[src/rtl/nbl_pkg.sv]
`default_nettype none
package nbl_pkg;

	localparam int MAX_WIDTH_MBS_DEF = 512;
	localparam int MAX_PIC_MBS_DEF   = 65536;

	localparam int CFG_DATA_W = 17;
	localparam int CFG_IDX_W  = 2;

	localparam logic [CFG_IDX_W-1:0] REG_PIC_WIDTH = 2'd0;
	localparam logic [CFG_IDX_W-1:0] REG_PIC_SIZE  = 2'd1;
	localparam logic [CFG_IDX_W-1:0] REG_MBAFF     = 2'd2;

	localparam logic [1:0] DBK_DECODE     = 2'd0;
	localparam logic [1:0] DBK_FILTER     = 2'd1;
	localparam logic [1:0] DBK_FILTER_TOP = 2'd2;

	localparam int NB_A = 0;
	localparam int NB_B = 1;
	localparam int NB_C = 2;
	localparam int NB_D = 3;

	localparam int IDX_W = 18;

	typedef struct packed {
		logic [15:0] cur_mb_index;
		logic [5:0]  x_offset;
		logic [5:0]  y_offset;
		logic [2:0]  block_width_log2;
		logic [2:0]  block_height_log2;
		logic        cur_is_field;
		logic [1:0]  deblock_mode;
		logic [3:0]  neighbour_same_slice;
		logic [3:0]  neighbour_field;
	} in_item_t;

	typedef struct packed {
		logic        sel;
		logic        av;
		logic [16:0] idx;
		logic        show;
		logic        in_pic;
		logic        idx_lsb;
		logic [6:0]  xin;
		logic [6:0]  yin;
		logic [2:0]  lw;
		logic [2:0]  lh;
	} mid_item_t;

endpackage
`default_nettype wire

[src/rtl/nbl_if.sv]
`default_nettype none
interface nbl_in_if;
	logic        valid;
	logic        ready;
	logic [15:0] cur_mb_index;
	logic signed [5:0] x_offset;
	logic signed [5:0] y_offset;
	logic [2:0]  block_width_log2;
	logic [2:0]  block_height_log2;
	logic        cur_is_field;
	logic [1:0]  deblock_mode;
	logic [3:0]  neighbour_same_slice;
	logic [3:0]  neighbour_field;

	modport source(output valid, cur_mb_index, x_offset, y_offset, block_width_log2,
		block_height_log2, cur_is_field, deblock_mode, neighbour_same_slice,
		neighbour_field, input ready);
	modport sink(input valid, cur_mb_index, x_offset, y_offset, block_width_log2,
		block_height_log2, cur_is_field, deblock_mode, neighbour_same_slice,
		neighbour_field, output ready);
endinterface

interface nbl_out_if;
	logic        valid;
	logic        ready;
	logic signed [16:0] nb_mb_index;
	logic        nb_available;
	logic [3:0]  x_in_mb;
	logic [3:0]  y_in_mb;
	logic [12:0] pos_x;
	logic [12:0] pos_y;

	modport source(output valid, nb_mb_index, nb_available, x_in_mb, y_in_mb, pos_x, pos_y,
		input ready);
	modport sink(input valid, nb_mb_index, nb_available, x_in_mb, y_in_mb, pos_x, pos_y,
		output ready);
endinterface
`default_nettype wire

[src/rtl/nbl_div.sv]
`default_nettype none
module nbl_div #(
	parameter int NW = 16,
	parameter int DW = 10,
	parameter int PW = 8
) (
	input  wire logic          clk,
	input  wire logic          arst_n,
	input  wire logic          en,
	input  wire logic          in_valid,
	input  wire logic [NW-1:0] dividend,
	input  wire logic [DW-1:0] divisor,
	input  wire logic [PW-1:0] pay_in,
	output logic               out_valid,
	output logic [NW-1:0]      quot,
	output logic [DW-1:0]      rem,
	output logic [PW-1:0]      pay_out
);

	logic [DW-1:0] rem_w [0:NW];
	logic [NW-1:0] num_w [0:NW];
	logic [NW-1:0] quo_w [0:NW];
	logic [PW-1:0] pay_w [0:NW];
	logic          vld_w [0:NW];

	assign rem_w[0] = '0;
	assign num_w[0] = dividend;
	assign quo_w[0] = '0;
	assign pay_w[0] = pay_in;
	assign vld_w[0] = in_valid;

	// one quotient bit per stage
	for (genvar i = 0; i < NW; i++) begin : g_step
		logic [DW:0]   trial;
		logic          fit;
		logic [DW-1:0] rem_s;
		logic [NW-1:0] num_s;
		logic [NW-1:0] quo_s;
		logic [PW-1:0] pay_s;
		logic          vld_s;

		assign trial = {rem_w[i], num_w[i][NW-1]};
		assign fit   = trial >= {1'b0, divisor};

		always_ff @(posedge clk or negedge arst_n) begin
			if (!arst_n) begin
				vld_s <= 1'b0;
			end else if (en) begin
				vld_s <= vld_w[i];
			end
		end

		always_ff @(posedge clk) begin
			if (en) begin
				rem_s <= fit ? DW'(trial - {1'b0, divisor}) : DW'(trial);
				num_s <= num_w[i] << 1;
				quo_s <= NW'({quo_w[i], fit});
				pay_s <= pay_w[i];
			end
		end

		assign rem_w[i+1] = rem_s;
		assign num_w[i+1] = num_s;
		assign quo_w[i+1] = quo_s;
		assign pay_w[i+1] = pay_s;
		assign vld_w[i+1] = vld_s;
	end

	assign out_valid = vld_w[NW];
	assign quot      = quo_w[NW];
	assign rem       = rem_w[NW];
	assign pay_out   = pay_w[NW];

endmodule
`default_nettype wire

[src/rtl/macroblock_neighbour_locator_top.sv]
// channel  | dir | handshake     | payload
// in_ch    | in  | valid / ready | request: current mb, offset, sizes, flags
// out_ch   | out | valid / ready | neighbour index, availability, coordinates
// wr_*     | in  | wr_en         | register index and data, no read-back
// one item enters per cycle while out_ch is not stalled; 35 register stages (two 16-stage dividers
// by the picture width plus three logic stages)
// the dividers set the latency, one quotient bit per stage
// arst_n clears valid bits and registers; payload is not reset
// out_ch stall freezes the whole pipeline; ready follows the output register
`default_nettype none
module macroblock_neighbour_locator_top #(
	parameter int MAX_WIDTH_MBS = nbl_pkg::MAX_WIDTH_MBS_DEF,
	parameter int MAX_PIC_MBS   = nbl_pkg::MAX_PIC_MBS_DEF
) (
	input  wire logic                          clk,
	input  wire logic                          arst_n,
	input  wire logic                          wr_en,
	input  wire logic [nbl_pkg::CFG_IDX_W-1:0]  wr_index,
	input  wire logic [nbl_pkg::CFG_DATA_W-1:0] wr_data,
	nbl_in_if.sink                             in_ch,
	nbl_out_if.source                          out_ch
);

	localparam int DW = $clog2(MAX_WIDTH_MBS + 1);
	localparam int SW = $clog2(MAX_PIC_MBS + 1);
	localparam int CW = ((SW > 17) ? SW : 17) + 1;
	localparam int IW = nbl_pkg::IDX_W;

	// configuration
	logic [DW-1:0] w_q;
	logic [SW-1:0] s_q;
	logic          mbaff_q;
	logic [9:0]    w_raw;
	logic [16:0]   s_raw;

	assign w_raw = wr_data[9:0];
	assign s_raw = wr_data[16:0];

	always_ff @(posedge clk or negedge arst_n) begin
		if (!arst_n) begin
			w_q     <= DW'(1);
			s_q     <= SW'(1);
			mbaff_q <= 1'b0;
		end else if (wr_en) begin
			if (wr_index == nbl_pkg::REG_PIC_WIDTH) begin
				if (w_raw == '0) begin
					w_q <= DW'(1);
				end else if (32'(w_raw) > 32'(MAX_WIDTH_MBS)) begin
					w_q <= DW'(MAX_WIDTH_MBS);
				end else begin
					w_q <= DW'(w_raw);
				end
			end
			if (wr_index == nbl_pkg::REG_PIC_SIZE) begin
				if (32'(s_raw) > 32'(MAX_PIC_MBS)) begin
					s_q <= SW'(MAX_PIC_MBS);
				end else begin
					s_q <= SW'(s_raw);
				end
			end
			if (wr_index == nbl_pkg::REG_MBAFF) begin
				mbaff_q <= wr_data[0];
			end
		end
	end

	logic en;
	logic out_valid_q;

	assign en          = !out_valid_q || out_ch.ready;
	assign in_ch.ready = en;

	// column of the current mb or pair
	nbl_pkg::in_item_t in_item;
	logic [15:0]       d1_num;
	logic              d1_valid;
	logic [15:0]       d1_quot;
	logic [DW-1:0]     d1_rem;
	logic [$bits(nbl_pkg::in_item_t)-1:0] d1_pay;
	nbl_pkg::in_item_t d1_item;

	assign in_item.cur_mb_index         = in_ch.cur_mb_index;
	assign in_item.x_offset             = in_ch.x_offset;
	assign in_item.y_offset             = in_ch.y_offset;
	assign in_item.block_width_log2     = in_ch.block_width_log2;
	assign in_item.block_height_log2    = in_ch.block_height_log2;
	assign in_item.cur_is_field         = in_ch.cur_is_field;
	assign in_item.deblock_mode         = in_ch.deblock_mode;
	assign in_item.neighbour_same_slice = in_ch.neighbour_same_slice;
	assign in_item.neighbour_field      = in_ch.neighbour_field;

	assign d1_num = mbaff_q ? {1'b0, in_ch.cur_mb_index[15:1]} : in_ch.cur_mb_index;

	nbl_div #(.NW(16), .DW(DW), .PW($bits(nbl_pkg::in_item_t))) u_div_col (
		.clk      (clk),
		.arst_n   (arst_n),
		.en       (en),
		.in_valid (in_ch.valid),
		.dividend (d1_num),
		.divisor  (w_q),
		.pay_in   (in_item),
		.out_valid(d1_valid),
		.quot     (d1_quot),
		.rem      (d1_rem),
		.pay_out  (d1_pay)
	);

	assign d1_item = nbl_pkg::in_item_t'(d1_pay);

	// neighbour indices and availability
	logic signed [IW-1:0] nb_c [4];
	logic [3:0]           av4_c;
	logic signed [IW-1:0] cur_e, pair_e, w_e;
	logic                 col_nz, next_nz;

	always_comb begin
		cur_e   = signed'(IW'(d1_item.cur_mb_index));
		pair_e  = signed'(IW'(d1_item.cur_mb_index[15:1]));
		w_e     = signed'(IW'(w_q));
		col_nz  = d1_rem != '0;
		next_nz = ({1'b0, d1_rem} + (DW+1)'(1)) != {1'b0, w_q};
		if (mbaff_q) begin
			nb_c[nbl_pkg::NB_A] = (pair_e - IW'(1)) <<< 1;
			nb_c[nbl_pkg::NB_B] = (pair_e - w_e) <<< 1;
			nb_c[nbl_pkg::NB_C] = (pair_e - w_e + IW'(1)) <<< 1;
			nb_c[nbl_pkg::NB_D] = (pair_e - w_e - IW'(1)) <<< 1;
		end else begin
			nb_c[nbl_pkg::NB_A] = cur_e - IW'(1);
			nb_c[nbl_pkg::NB_D] = cur_e - IW'(1) - w_e;
			nb_c[nbl_pkg::NB_B] = cur_e - w_e;
			nb_c[nbl_pkg::NB_C] = cur_e - w_e + IW'(1);
		end
		for (int k = 0; k < 4; k++) begin
			av4_c[k] = !nb_c[k][IW-1] && (CW'(nb_c[k][IW-2:0]) < CW'(s_q))
				&& (d1_item.deblock_mode != nbl_pkg::DBK_DECODE
				|| d1_item.neighbour_same_slice[k]);
		end
		av4_c[nbl_pkg::NB_A] = av4_c[nbl_pkg::NB_A] && col_nz;
		av4_c[nbl_pkg::NB_D] = av4_c[nbl_pkg::NB_D] && col_nz;
		av4_c[nbl_pkg::NB_C] = av4_c[nbl_pkg::NB_C] && next_nz;
	end

	logic                 vld_s1;
	nbl_pkg::in_item_t    item_s1;
	logic signed [IW-1:0] nb_s1 [4];
	logic [3:0]           av4_s1;

	always_ff @(posedge clk or negedge arst_n) begin
		if (!arst_n) begin
			vld_s1 <= 1'b0;
		end else if (en) begin
			vld_s1 <= d1_valid;
		end
	end

	always_ff @(posedge clk) begin
		if (en) begin
			item_s1 <= d1_item;
			nb_s1   <= nb_c;
			av4_s1  <= av4_c;
		end
	end

	// neighbour selection
	logic                 sel_c, av_c, top, fld, dbk1, dbk2;
	logic signed [IW-1:0] idx_c, cur1;
	logic signed [9:0]    xs, ys, mw, mh, ym_c;
	logic [3:0]           fl;

	always_comb begin
		cur1 = signed'(IW'(item_s1.cur_mb_index));
		xs   = 10'(signed'(item_s1.x_offset));
		ys   = 10'(signed'(item_s1.y_offset));
		mw   = signed'(10'd1 << item_s1.block_width_log2);
		mh   = signed'(10'd1 << item_s1.block_height_log2);
		top  = !item_s1.cur_mb_index[0];
		fld  = item_s1.cur_is_field;
		fl   = item_s1.neighbour_field;
		dbk1 = item_s1.deblock_mode == nbl_pkg::DBK_FILTER;
		dbk2 = item_s1.deblock_mode == nbl_pkg::DBK_FILTER_TOP;
		sel_c = 1'b0;
		av_c  = 1'b0;
		idx_c = '0;
		ym_c  = -10'sd1;
		if (!mbaff_q) begin
			ym_c = ys;
			if (xs < 0) begin
				if (ys < 0) begin
					sel_c = 1'b1; idx_c = nb_s1[nbl_pkg::NB_D]; av_c = av4_s1[nbl_pkg::NB_D];
				end else if (ys < mh) begin
					sel_c = 1'b1; idx_c = nb_s1[nbl_pkg::NB_A]; av_c = av4_s1[nbl_pkg::NB_A];
				end
			end else if (xs < mw) begin
				if (ys < 0) begin
					sel_c = 1'b1; idx_c = nb_s1[nbl_pkg::NB_B]; av_c = av4_s1[nbl_pkg::NB_B];
				end else if (ys < mh) begin
					sel_c = 1'b1; idx_c = cur1; av_c = 1'b1;
				end
			end else if (ys < 0) begin
				sel_c = 1'b1; idx_c = nb_s1[nbl_pkg::NB_C]; av_c = av4_s1[nbl_pkg::NB_C];
			end
		end else if (ys <= mh - 10'sd1 && !(xs > mw - 10'sd1 && ys >= 0)) begin
			sel_c = 1'b1;
			if (xs < 0) begin
				if (ys < 0) begin
					if (!fld) begin
						if (top) begin
							idx_c = nb_s1[nbl_pkg::NB_D] + IW'(1);
							av_c  = av4_s1[nbl_pkg::NB_D];
							ym_c  = ys;
						end else begin
							idx_c = nb_s1[nbl_pkg::NB_A];
							av_c  = av4_s1[nbl_pkg::NB_A];
							if (av_c) begin
								if (!fl[nbl_pkg::NB_A]) begin
									ym_c = ys;
								end else begin
									idx_c = idx_c + IW'(1);
									ym_c  = (ys + mh) >>> 1;
								end
							end
						end
					end else if (top) begin
						idx_c = nb_s1[nbl_pkg::NB_D];
						av_c  = av4_s1[nbl_pkg::NB_D];
						if (av_c) begin
							if (!fl[nbl_pkg::NB_D]) begin
								idx_c = idx_c + IW'(1);
								ym_c  = ys <<< 1;
							end else begin
								ym_c = ys;
							end
						end
					end else begin
						idx_c = nb_s1[nbl_pkg::NB_D] + IW'(1);
						av_c  = av4_s1[nbl_pkg::NB_D];
						ym_c  = ys;
					end
				end else begin
					idx_c = nb_s1[nbl_pkg::NB_A];
					av_c  = av4_s1[nbl_pkg::NB_A];
					if (av_c) begin
						if (!fld) begin
							if (!fl[nbl_pkg::NB_A]) begin
								if (!top) idx_c = idx_c + IW'(1);
								ym_c = ys;
							end else begin
								idx_c = idx_c + IW'(ys[0]);
								ym_c  = top ? (ys >>> 1) : ((ys + mh) >>> 1);
							end
						end else if (!fl[nbl_pkg::NB_A]) begin
							if (ys < (mh >>> 1)) begin
								ym_c = (ys <<< 1) + 10'(!top);
							end else begin
								idx_c = idx_c + IW'(1);
								ym_c  = (ys <<< 1) + 10'(!top) - mh;
							end
						end else begin
							if (!top) idx_c = idx_c + IW'(1);
							ym_c = ys;
						end
					end
				end
			end else if (xs < mw) begin
				if (ys < 0) begin
					if (!fld) begin
						if (top) begin
							idx_c = nb_s1[nbl_pkg::NB_B];
							if (av4_s1[nbl_pkg::NB_B] && !(dbk1 && fl[nbl_pkg::NB_B])) begin
								idx_c = idx_c + IW'(1);
							end
							av_c = av4_s1[nbl_pkg::NB_B];
							ym_c = ys;
						end else begin
							idx_c = cur1 - IW'(1); av_c = 1'b1; ym_c = ys;
						end
					end else if (top) begin
						idx_c = nb_s1[nbl_pkg::NB_B];
						av_c  = av4_s1[nbl_pkg::NB_B];
						if (av_c) begin
							if (!fl[nbl_pkg::NB_B]) begin
								idx_c = idx_c + IW'(1);
								ym_c  = ys <<< 1;
							end else begin
								ym_c = ys;
							end
						end
					end else begin
						idx_c = nb_s1[nbl_pkg::NB_B] + IW'(1);
						av_c  = av4_s1[nbl_pkg::NB_B];
						ym_c  = ys;
					end
				end else if (ys == 0 && dbk2) begin
					idx_c = nb_s1[nbl_pkg::NB_B] + IW'(1); av_c = 1'b1; ym_c = -10'sd1;
				end else begin
					idx_c = cur1; av_c = 1'b1; ym_c = ys;
				end
			end else begin
				if (!fld) begin
					if (top) begin
						idx_c = nb_s1[nbl_pkg::NB_C] + IW'(1);
						av_c  = av4_s1[nbl_pkg::NB_C];
						ym_c  = ys;
					end else begin
						sel_c = 1'b0;
					end
				end else if (top) begin
					idx_c = nb_s1[nbl_pkg::NB_C];
					av_c  = av4_s1[nbl_pkg::NB_C];
					if (av_c) begin
						if (!fl[nbl_pkg::NB_C]) begin
							idx_c = idx_c + IW'(1);
							ym_c  = ys <<< 1;
						end else begin
							ym_c = ys;
						end
					end
				end else begin
					idx_c = nb_s1[nbl_pkg::NB_C] + IW'(1);
					av_c  = av4_s1[nbl_pkg::NB_C];
					ym_c  = ys;
				end
			end
		end
	end

	logic                 vld_s2, sel_s2, av_s2, show_s2;
	logic signed [IW-1:0] idx_s2;
	logic [6:0]           xin_s2, yin_s2;
	logic [2:0]           lw_s2, lh_s2;

	always_ff @(posedge clk or negedge arst_n) begin
		if (!arst_n) begin
			vld_s2 <= 1'b0;
		end else if (en) begin
			vld_s2 <= vld_s1;
		end
	end

	always_ff @(posedge clk) begin
		if (en) begin
			sel_s2  <= sel_c;
			av_s2   <= av_c;
			idx_s2  <= idx_c;
			show_s2 <= av_c || item_s1.deblock_mode != nbl_pkg::DBK_DECODE;
			xin_s2  <= 7'(xs) & 7'(mw - 10'sd1);
			yin_s2  <= 7'(ym_c) & 7'(mh - 10'sd1);
			lw_s2   <= item_s1.block_width_log2;
			lh_s2   <= item_s1.block_height_log2;
		end
	end

	// block position of the selected mb
	nbl_pkg::mid_item_t mid_c;
	logic [15:0]        d2_num;
	logic               d2_valid;
	logic [15:0]        d2_quot;
	logic [DW-1:0]      d2_rem;
	logic [$bits(nbl_pkg::mid_item_t)-1:0] d2_pay;
	nbl_pkg::mid_item_t d2_item;

	always_comb begin
		mid_c.sel     = sel_s2;
		mid_c.av      = av_s2;
		mid_c.idx     = idx_s2[16:0];
		mid_c.show    = show_s2;
		mid_c.in_pic  = !idx_s2[IW-1] && (CW'(idx_s2[IW-2:0]) < CW'(s_q));
		mid_c.idx_lsb = idx_s2[0];
		mid_c.xin     = xin_s2;
		mid_c.yin     = yin_s2;
		mid_c.lw      = lw_s2;
		mid_c.lh      = lh_s2;
	end

	assign d2_num = mbaff_q ? {1'b0, idx_s2[15:1]} : idx_s2[15:0];

	nbl_div #(.NW(16), .DW(DW), .PW($bits(nbl_pkg::mid_item_t))) u_div_pos (
		.clk      (clk),
		.arst_n   (arst_n),
		.en       (en),
		.in_valid (vld_s2),
		.dividend (d2_num),
		.divisor  (w_q),
		.pay_in   (mid_c),
		.out_valid(d2_valid),
		.quot     (d2_quot),
		.rem      (d2_rem),
		.pay_out  (d2_pay)
	);

	assign d2_item = nbl_pkg::mid_item_t'(d2_pay);

	logic [12:0] bx13, by13, px_c, py_c;

	always_comb begin
		bx13 = 13'(d2_rem);
		by13 = mbaff_q ? 13'({d2_quot, d2_item.idx_lsb}) : 13'(d2_quot);
		px_c = (bx13 << d2_item.lw) + 13'(d2_item.xin);
		py_c = (by13 << d2_item.lh) + 13'(d2_item.yin);
	end

	// output register
	logic signed [16:0] idx_q;
	logic               av_q;
	logic [3:0]         x_q, y_q;
	logic [12:0]        px_q, py_q;

	always_ff @(posedge clk or negedge arst_n) begin
		if (!arst_n) begin
			out_valid_q <= 1'b0;
		end else if (en) begin
			out_valid_q <= d2_valid;
		end
	end

	always_ff @(posedge clk) begin
		if (en) begin
			idx_q <= d2_item.sel ? signed'(d2_item.idx) : '0;
			av_q  <= d2_item.sel && d2_item.av;
			x_q   <= (d2_item.sel && d2_item.show) ? d2_item.xin[3:0] : '0;
			y_q   <= (d2_item.sel && d2_item.show) ? d2_item.yin[3:0] : '0;
			px_q  <= (d2_item.sel && d2_item.show && d2_item.in_pic) ? px_c : '0;
			py_q  <= (d2_item.sel && d2_item.show && d2_item.in_pic) ? py_c : '0;
		end
	end

	assign out_ch.valid        = out_valid_q;
	assign out_ch.nb_mb_index  = idx_q;
	assign out_ch.nb_available = av_q;
	assign out_ch.x_in_mb      = x_q;
	assign out_ch.y_in_mb      = y_q;
	assign out_ch.pos_x        = px_q;
	assign out_ch.pos_y        = py_q;

endmodule
`default_nettype wire

[src/flat_wrapper.sv]
// flat-port wrapper written by rule: the top's interface ports become plain ports
module macroblock_neighbour_locator_top_flat 
#(
	parameter int MAX_WIDTH_MBS = nbl_pkg::MAX_WIDTH_MBS_DEF,
	parameter int MAX_PIC_MBS   = nbl_pkg::MAX_PIC_MBS_DEF
)
  (clk, arst_n, wr_en, wr_index, wr_data, in_ch_valid, in_ch_cur_mb_index, in_ch_x_offset, in_ch_y_offset, in_ch_block_width_log2, in_ch_block_height_log2, in_ch_cur_is_field, in_ch_deblock_mode, in_ch_neighbour_same_slice, in_ch_neighbour_field, in_ch_ready, out_ch_valid, out_ch_nb_mb_index, out_ch_nb_available, out_ch_x_in_mb, out_ch_y_in_mb, out_ch_pos_x, out_ch_pos_y, out_ch_ready);
  nbl_in_if in_ch_i ();
  nbl_out_if out_ch_i ();
  input  wire logic clk;
  input  wire logic arst_n;
  input  wire logic wr_en;
  input  wire logic [nbl_pkg::CFG_IDX_W-1:0] wr_index;
  input  wire logic [nbl_pkg::CFG_DATA_W-1:0] wr_data;
  input wire logic [$bits(in_ch_i.valid)-1:0] in_ch_valid;
  input wire logic [$bits(in_ch_i.cur_mb_index)-1:0] in_ch_cur_mb_index;
  input wire logic [$bits(in_ch_i.x_offset)-1:0] in_ch_x_offset;
  input wire logic [$bits(in_ch_i.y_offset)-1:0] in_ch_y_offset;
  input wire logic [$bits(in_ch_i.block_width_log2)-1:0] in_ch_block_width_log2;
  input wire logic [$bits(in_ch_i.block_height_log2)-1:0] in_ch_block_height_log2;
  input wire logic [$bits(in_ch_i.cur_is_field)-1:0] in_ch_cur_is_field;
  input wire logic [$bits(in_ch_i.deblock_mode)-1:0] in_ch_deblock_mode;
  input wire logic [$bits(in_ch_i.neighbour_same_slice)-1:0] in_ch_neighbour_same_slice;
  input wire logic [$bits(in_ch_i.neighbour_field)-1:0] in_ch_neighbour_field;
  output wire logic [$bits(in_ch_i.ready)-1:0] in_ch_ready;
  output wire logic [$bits(out_ch_i.valid)-1:0] out_ch_valid;
  output wire logic [$bits(out_ch_i.nb_mb_index)-1:0] out_ch_nb_mb_index;
  output wire logic [$bits(out_ch_i.nb_available)-1:0] out_ch_nb_available;
  output wire logic [$bits(out_ch_i.x_in_mb)-1:0] out_ch_x_in_mb;
  output wire logic [$bits(out_ch_i.y_in_mb)-1:0] out_ch_y_in_mb;
  output wire logic [$bits(out_ch_i.pos_x)-1:0] out_ch_pos_x;
  output wire logic [$bits(out_ch_i.pos_y)-1:0] out_ch_pos_y;
  input wire logic [$bits(out_ch_i.ready)-1:0] out_ch_ready;
  assign in_ch_i.valid = in_ch_valid;
  assign in_ch_i.cur_mb_index = in_ch_cur_mb_index;
  assign in_ch_i.x_offset = in_ch_x_offset;
  assign in_ch_i.y_offset = in_ch_y_offset;
  assign in_ch_i.block_width_log2 = in_ch_block_width_log2;
  assign in_ch_i.block_height_log2 = in_ch_block_height_log2;
  assign in_ch_i.cur_is_field = in_ch_cur_is_field;
  assign in_ch_i.deblock_mode = in_ch_deblock_mode;
  assign in_ch_i.neighbour_same_slice = in_ch_neighbour_same_slice;
  assign in_ch_i.neighbour_field = in_ch_neighbour_field;
  assign in_ch_ready = in_ch_i.ready;
  assign out_ch_valid = out_ch_i.valid;
  assign out_ch_nb_mb_index = out_ch_i.nb_mb_index;
  assign out_ch_nb_available = out_ch_i.nb_available;
  assign out_ch_x_in_mb = out_ch_i.x_in_mb;
  assign out_ch_y_in_mb = out_ch_i.y_in_mb;
  assign out_ch_pos_x = out_ch_i.pos_x;
  assign out_ch_pos_y = out_ch_i.pos_y;
  assign out_ch_i.ready = out_ch_ready;
  macroblock_neighbour_locator_top #(.MAX_WIDTH_MBS(MAX_WIDTH_MBS), .MAX_PIC_MBS(MAX_PIC_MBS)) u_core (.clk(clk), .arst_n(arst_n), .wr_en(wr_en), .wr_index(wr_index), .wr_data(wr_data), .in_ch(in_ch_i), .out_ch(out_ch_i));
endmodule
[config.mk]
export PLATFORM = sky130hd
export DESIGN_NAME = macroblock_neighbour_locator_top_flat
export DESIGN_NICKNAME = d
export VERILOG_FILES = /design/src/rtl/nbl_pkg.sv /design/src/rtl/nbl_if.sv /design/src/rtl/nbl_div.sv /design/src/rtl/macroblock_neighbour_locator_top.sv /design/src/flat_wrapper.sv
export SDC_FILE = /design/constraint.sdc
export NUM_CORES = 2
export LEC_CHECK = 0
export ABC_AREA = 1
export BUFFER_PORTS_ARGS = -buffer_cell sky130_fd_sc_hd__buf_2
export CORE_MARGIN = 5
export CORE_UTILIZATION = 50
export CTS_CLUSTER_DIAMETER = 100
export DETAILED_ROUTE_END_ITERATION = 16
export PLACE_DENSITY = 0.64
export SLEW_MARGIN = 20
export SYNTH_ARGS = -nofsm -noshare
export SYNTH_HDL_FRONTEND = slang
export SYNTH_HIERARCHICAL = 1
export SYNTH_SLANG_ARGS = --single-unit
[constraint.sdc]
create_clock -name clk -period 92.6 [get_ports clk]
set_clock_uncertainty 0.05 [all_clocks]
set_input_delay 9.26 -clock clk [delete_from_list [all_inputs] [get_ports clk]]
set_output_delay 9.26 -clock clk [all_outputs]
set_load 0.02 [all_outputs]
== Word level (Yosys, flattened, before mapping) ==
Index checks and enable logic that the tools add are counted.
Storage, ports and cells
  memories kept: 0
  bits in latches: 0
  memory bits (writable): 0
  input port bits: 69
  register bits: 2316
  bits in read-only memories: 0
Operators by class
  mux-type cells: 135
  multipliers: 0
  divide/modulo/power cells: 0
  bitwise operators: 2
  order comparisons: 47
  add/sub/neg operators: 54
  shift-type cells: 4
  reductions and logical operators: 43
  equality and inequality tests: 5
Operator list (count)
  18-bit 2-to-1 mux: 37
  11-bit by 10-bit >= comparator with 1-bit output: 30
  10-bit 2-to-1 mux: 32
  10-bit subtractor: 30
  7-bit 2-to-1 mux: 26
  18-bit by 2-bit adder with 18-bit output, second input constant: 5
  17-bit less-than comparator: 5
  72-bit 2-to-1 mux: 1
  16-bit 2-to-1 mux: 3
  16-bit by 1-bit subtractor with 17-bit output, second input constant: 2
  32-bit logical NOT: 1
  1-bit 2-to-1 mux: 31
  13-bit by 7-bit adder with 13-bit output: 2
  1-bit by 10-bit >= comparator with 1-bit output: 2
  1-bit logical AND: 20
  6-bit by 10-bit less-than comparator with 1-bit output: 2
  1-bit by 3-bit left shift with 10-bit output, first input constant: 2
  1-bit by 10-bit subtractor with 10-bit output: 2
  10-bit by 2-bit subtractor with 10-bit output, second input constant: 2
  18-bit by 1-bit adder with 18-bit output: 1
  6-bit 2-to-1 mux: 3
  18-bit by 11-bit subtractor with 18-bit output: 1
  17-bit by 2-bit adder with 17-bit output, second input constant: 1
  17-bit greater-than comparator, second input constant: 1
  other kinds (30): 48

== Longest topological paths before layout ==
  word-level depth: 12
  mapped depth: 28
  gate-level depth less buffers: 28

== Cells and area by module ==
Netlist, hierarchy kept.
Modules (own cells, without submodules)
  nbl_div at u_core.u_div_col: area an instance 45352.2 µm², cells each 3182, times used 1
  nbl_div at u_core.u_div_pos: area an instance 43480.5 µm², cells each 3124, times used 1
  macroblock_neighbour_locator_top: area an instance 25009.0 µm², cells each 3827, times used 1

== Worst setup path after synthesis ==
No wires, ideal clock.
  path type: input to output
  start point: input out_ch_ready
  end point: output in_ch_ready
  stages on the path: 2
  path slack: 22.671 ns
  required time: 83.290 ns
  data arrival time: 60.619 ns
  cell sequence: inv_1 -> nand2_1
Between the ends
  word-level cells in the longest chain between the ends: 1
Ends and longest elaborated chain
  start: declaration: RTL line flat_wrapper.sv:33  | input wire logic [$bits(out_ch_i.ready)-1:0] out_ch_ready;
  1-bit logical OR: RTL line macroblock_neighbour_locator_top.sv:70  | assign en = !out_valid_q || out_ch.ready;
  end: declaration: RTL line flat_wrapper.sv:25  | output wire logic [$bits(in_ch_i.ready)-1:0] in_ch_ready;
Every way passes these cells.

== Final worst setup path ==
Same ends and word-level chain as after synthesis.

==> results.yml <==
outcome:
  outcome: "complete, no violations"
clock_tree:
  cts_sinks: 2313
  clk_latency_ps: 900
  tritoncts: "done"
  cts_hold_buf: 0
  cts_max_level: 4
  postCtsSetupBuffers: 0
  cts.clk_slew.worst_paths_ps: 60
  cts_resized: 0
  cts-buffers-inserted: 231
  clockBufferDepth: 3
  clock_tree.root_cell: "clkbuf_16"
setup_path:
  path_max_fanout: 68
  r2r.worst_path.cells: 6
  setup.worst_path.start: "out_ch_ready"
  worstPathRequired_ps: 83290
  rrSetupSlack_ps: 86770
  critPathLaunchType: "input pin"
  r2r_start: "u_core/out_ch.valid"
  worstPathArrival_ps: 10350
  end_kind: "output port"
  r2r-end: "u_core/u_div_pos/g_step[3].pay_s[30]"
  crit_type: "input pin to output port"
synth:
  syn_avg_cell_area_um2: 10.9
  synth_warnings: 6
  syn_inst: 9951
  syn-cell-area_mm2: 0.108
route:
  post_drt_via_cell_ratio: 5.30
  ant_nets: 0
  drc_errors: 0
  vias: 70300
  drt_pass1_iterations: 6
  wirelength_um: 249000
  drt-initial-drc-count: 5719
  wl_per_cell_um: 18.7
worst_hold_path:
  holdPathEnd: "u_core/u_div_pos/g_step[2].pay_s[23]"
  min_path_type: "flop to flop"
  hold_start: "u_core/u_div_pos/g_step[1].pay_s[23]"
  holdPathStages: 0
flow_run:
  max_cap_violations: 0
grt:
  grt_start_max_net_pins: 208
  grtUsageTotal: 0.218
  grt_overflow: 0
  grt_pass1_vias: 67700
  antenna_found_initial: 3
  grt_pass1_wl_um: 383000
timing:
  tightestPinTransition_ps: 1100
  period_needed_ps: 19660
  setup_viol: 0
  layout_setup_ws_ps: 72940
  rsz0062_at_grt: "false"
  max_slew_margin: 0.266
  fmax_ghz: 0.0509
  setup_tns_ps: 0
  drv_slew: 0
  finalCritPeriodShare: 0.212
  hold_violations: 0
floorplan:
  num_rows: 171
  die-area_mm2: 0.226
  ioPinCount: 123
  die_w_um: 476
  core_mm2: 0.217
  die_h_um: 476
  start_util: 0.501
layout:
  syn2layout_area_growth_pct: 10.9
  fin_nets: 10800
  final_util: 0.555
  fill_cells: 18300
  final_layout_size_suffix_gt1_frac: 0.0836
  final_common_cell: "nand2_1"
  final_cells: 13300
  final_cell_mix: "nand2_1 (2856), edfxtp_1 (2250), inv_1 (1037), nand3_1 (645), nor2_1 (633)"
power:
  power_mw: 4.70
  powerDensity_mw_per_mm2: 39.1
  p_leak_nw: 50.6
  irDropWorstVdd_mv: 0.0229
place:
  dp_cells: 12800
  dp_hpwl_um: 173000
  gp_congestion: 0.950
  io_buffers: 122
  pre_cts_slack_ps: 72880
## cell type report
cell class / instances / area (µm²) / share of cell area
Sequential cell: 2313 / 69200 / 0.575
Antenna cell: 1 / 2.50 / 0.0000208
Timing Repair Buffer: 196 / 1230 / 0.0102
Inverter: 1082 / 4060 / 0.0338
Clock buffer: 255 / 5870 / 0.0488
Multi-Input combinational cell: 6385 / 34200 / 0.285
Tap cell: 2854 / 3570 / 0.0297
Clock inverter: 181 / 2110 / 0.0175
## worst max path at each step
stage | end | slack [ps]
floorplan | in_ch_ready | 26470
global placement | in_ch_ready | 72880
detailed placement | in_ch_ready | 72880
CTS | in_ch_ready | 72870
global route | in_ch_ready | 72820
finish | in_ch_ready | 72940
## registers in the layout, indices dropped and copies added, names as in the netlist, 69 cells and up
signal and flops:
u_core/u_div_col/g_step.pay_s 675, u_core/u_div_pos/g_step.pay_s 630, u_core/u_div_col/g_step.rem_s 150, u_core/u_div_pos/g_step.rem_s 150, u_core/u_div_col/g_step.num_s 120, u_core/u_div_pos/g_step.num_s 120, u_core/u_div_pos/g_step.quo_s 78, u_core/nb_s1 69
## through the flow
stage,hold WS (ps),cell area [µm²]
global placement,350,112000
detailed placement,355,112000
finish,321,120000
CTS,309,120000
global route,311,120000
floorplan,350,108000
## layer usage
layer,share of wire,GRT usage
met4,0.041,0.0854
met1,0.44,0.301
met2,0.46,0.350
met5,0.000052,0
met3,0.056,0.0316
## critical path, cell delays in order
cell and delay, ps:
buf_2 80, inv_1 50, nand2_4 540, buf_2 390
## power by group
part           switching (mW)  internal (mW)
Sequential              0.212           1.76
Clock                   0.398          0.549
Combinational            1.22          0.559
Total                    1.83           2.87
Power figures use the tool's default switching activity.
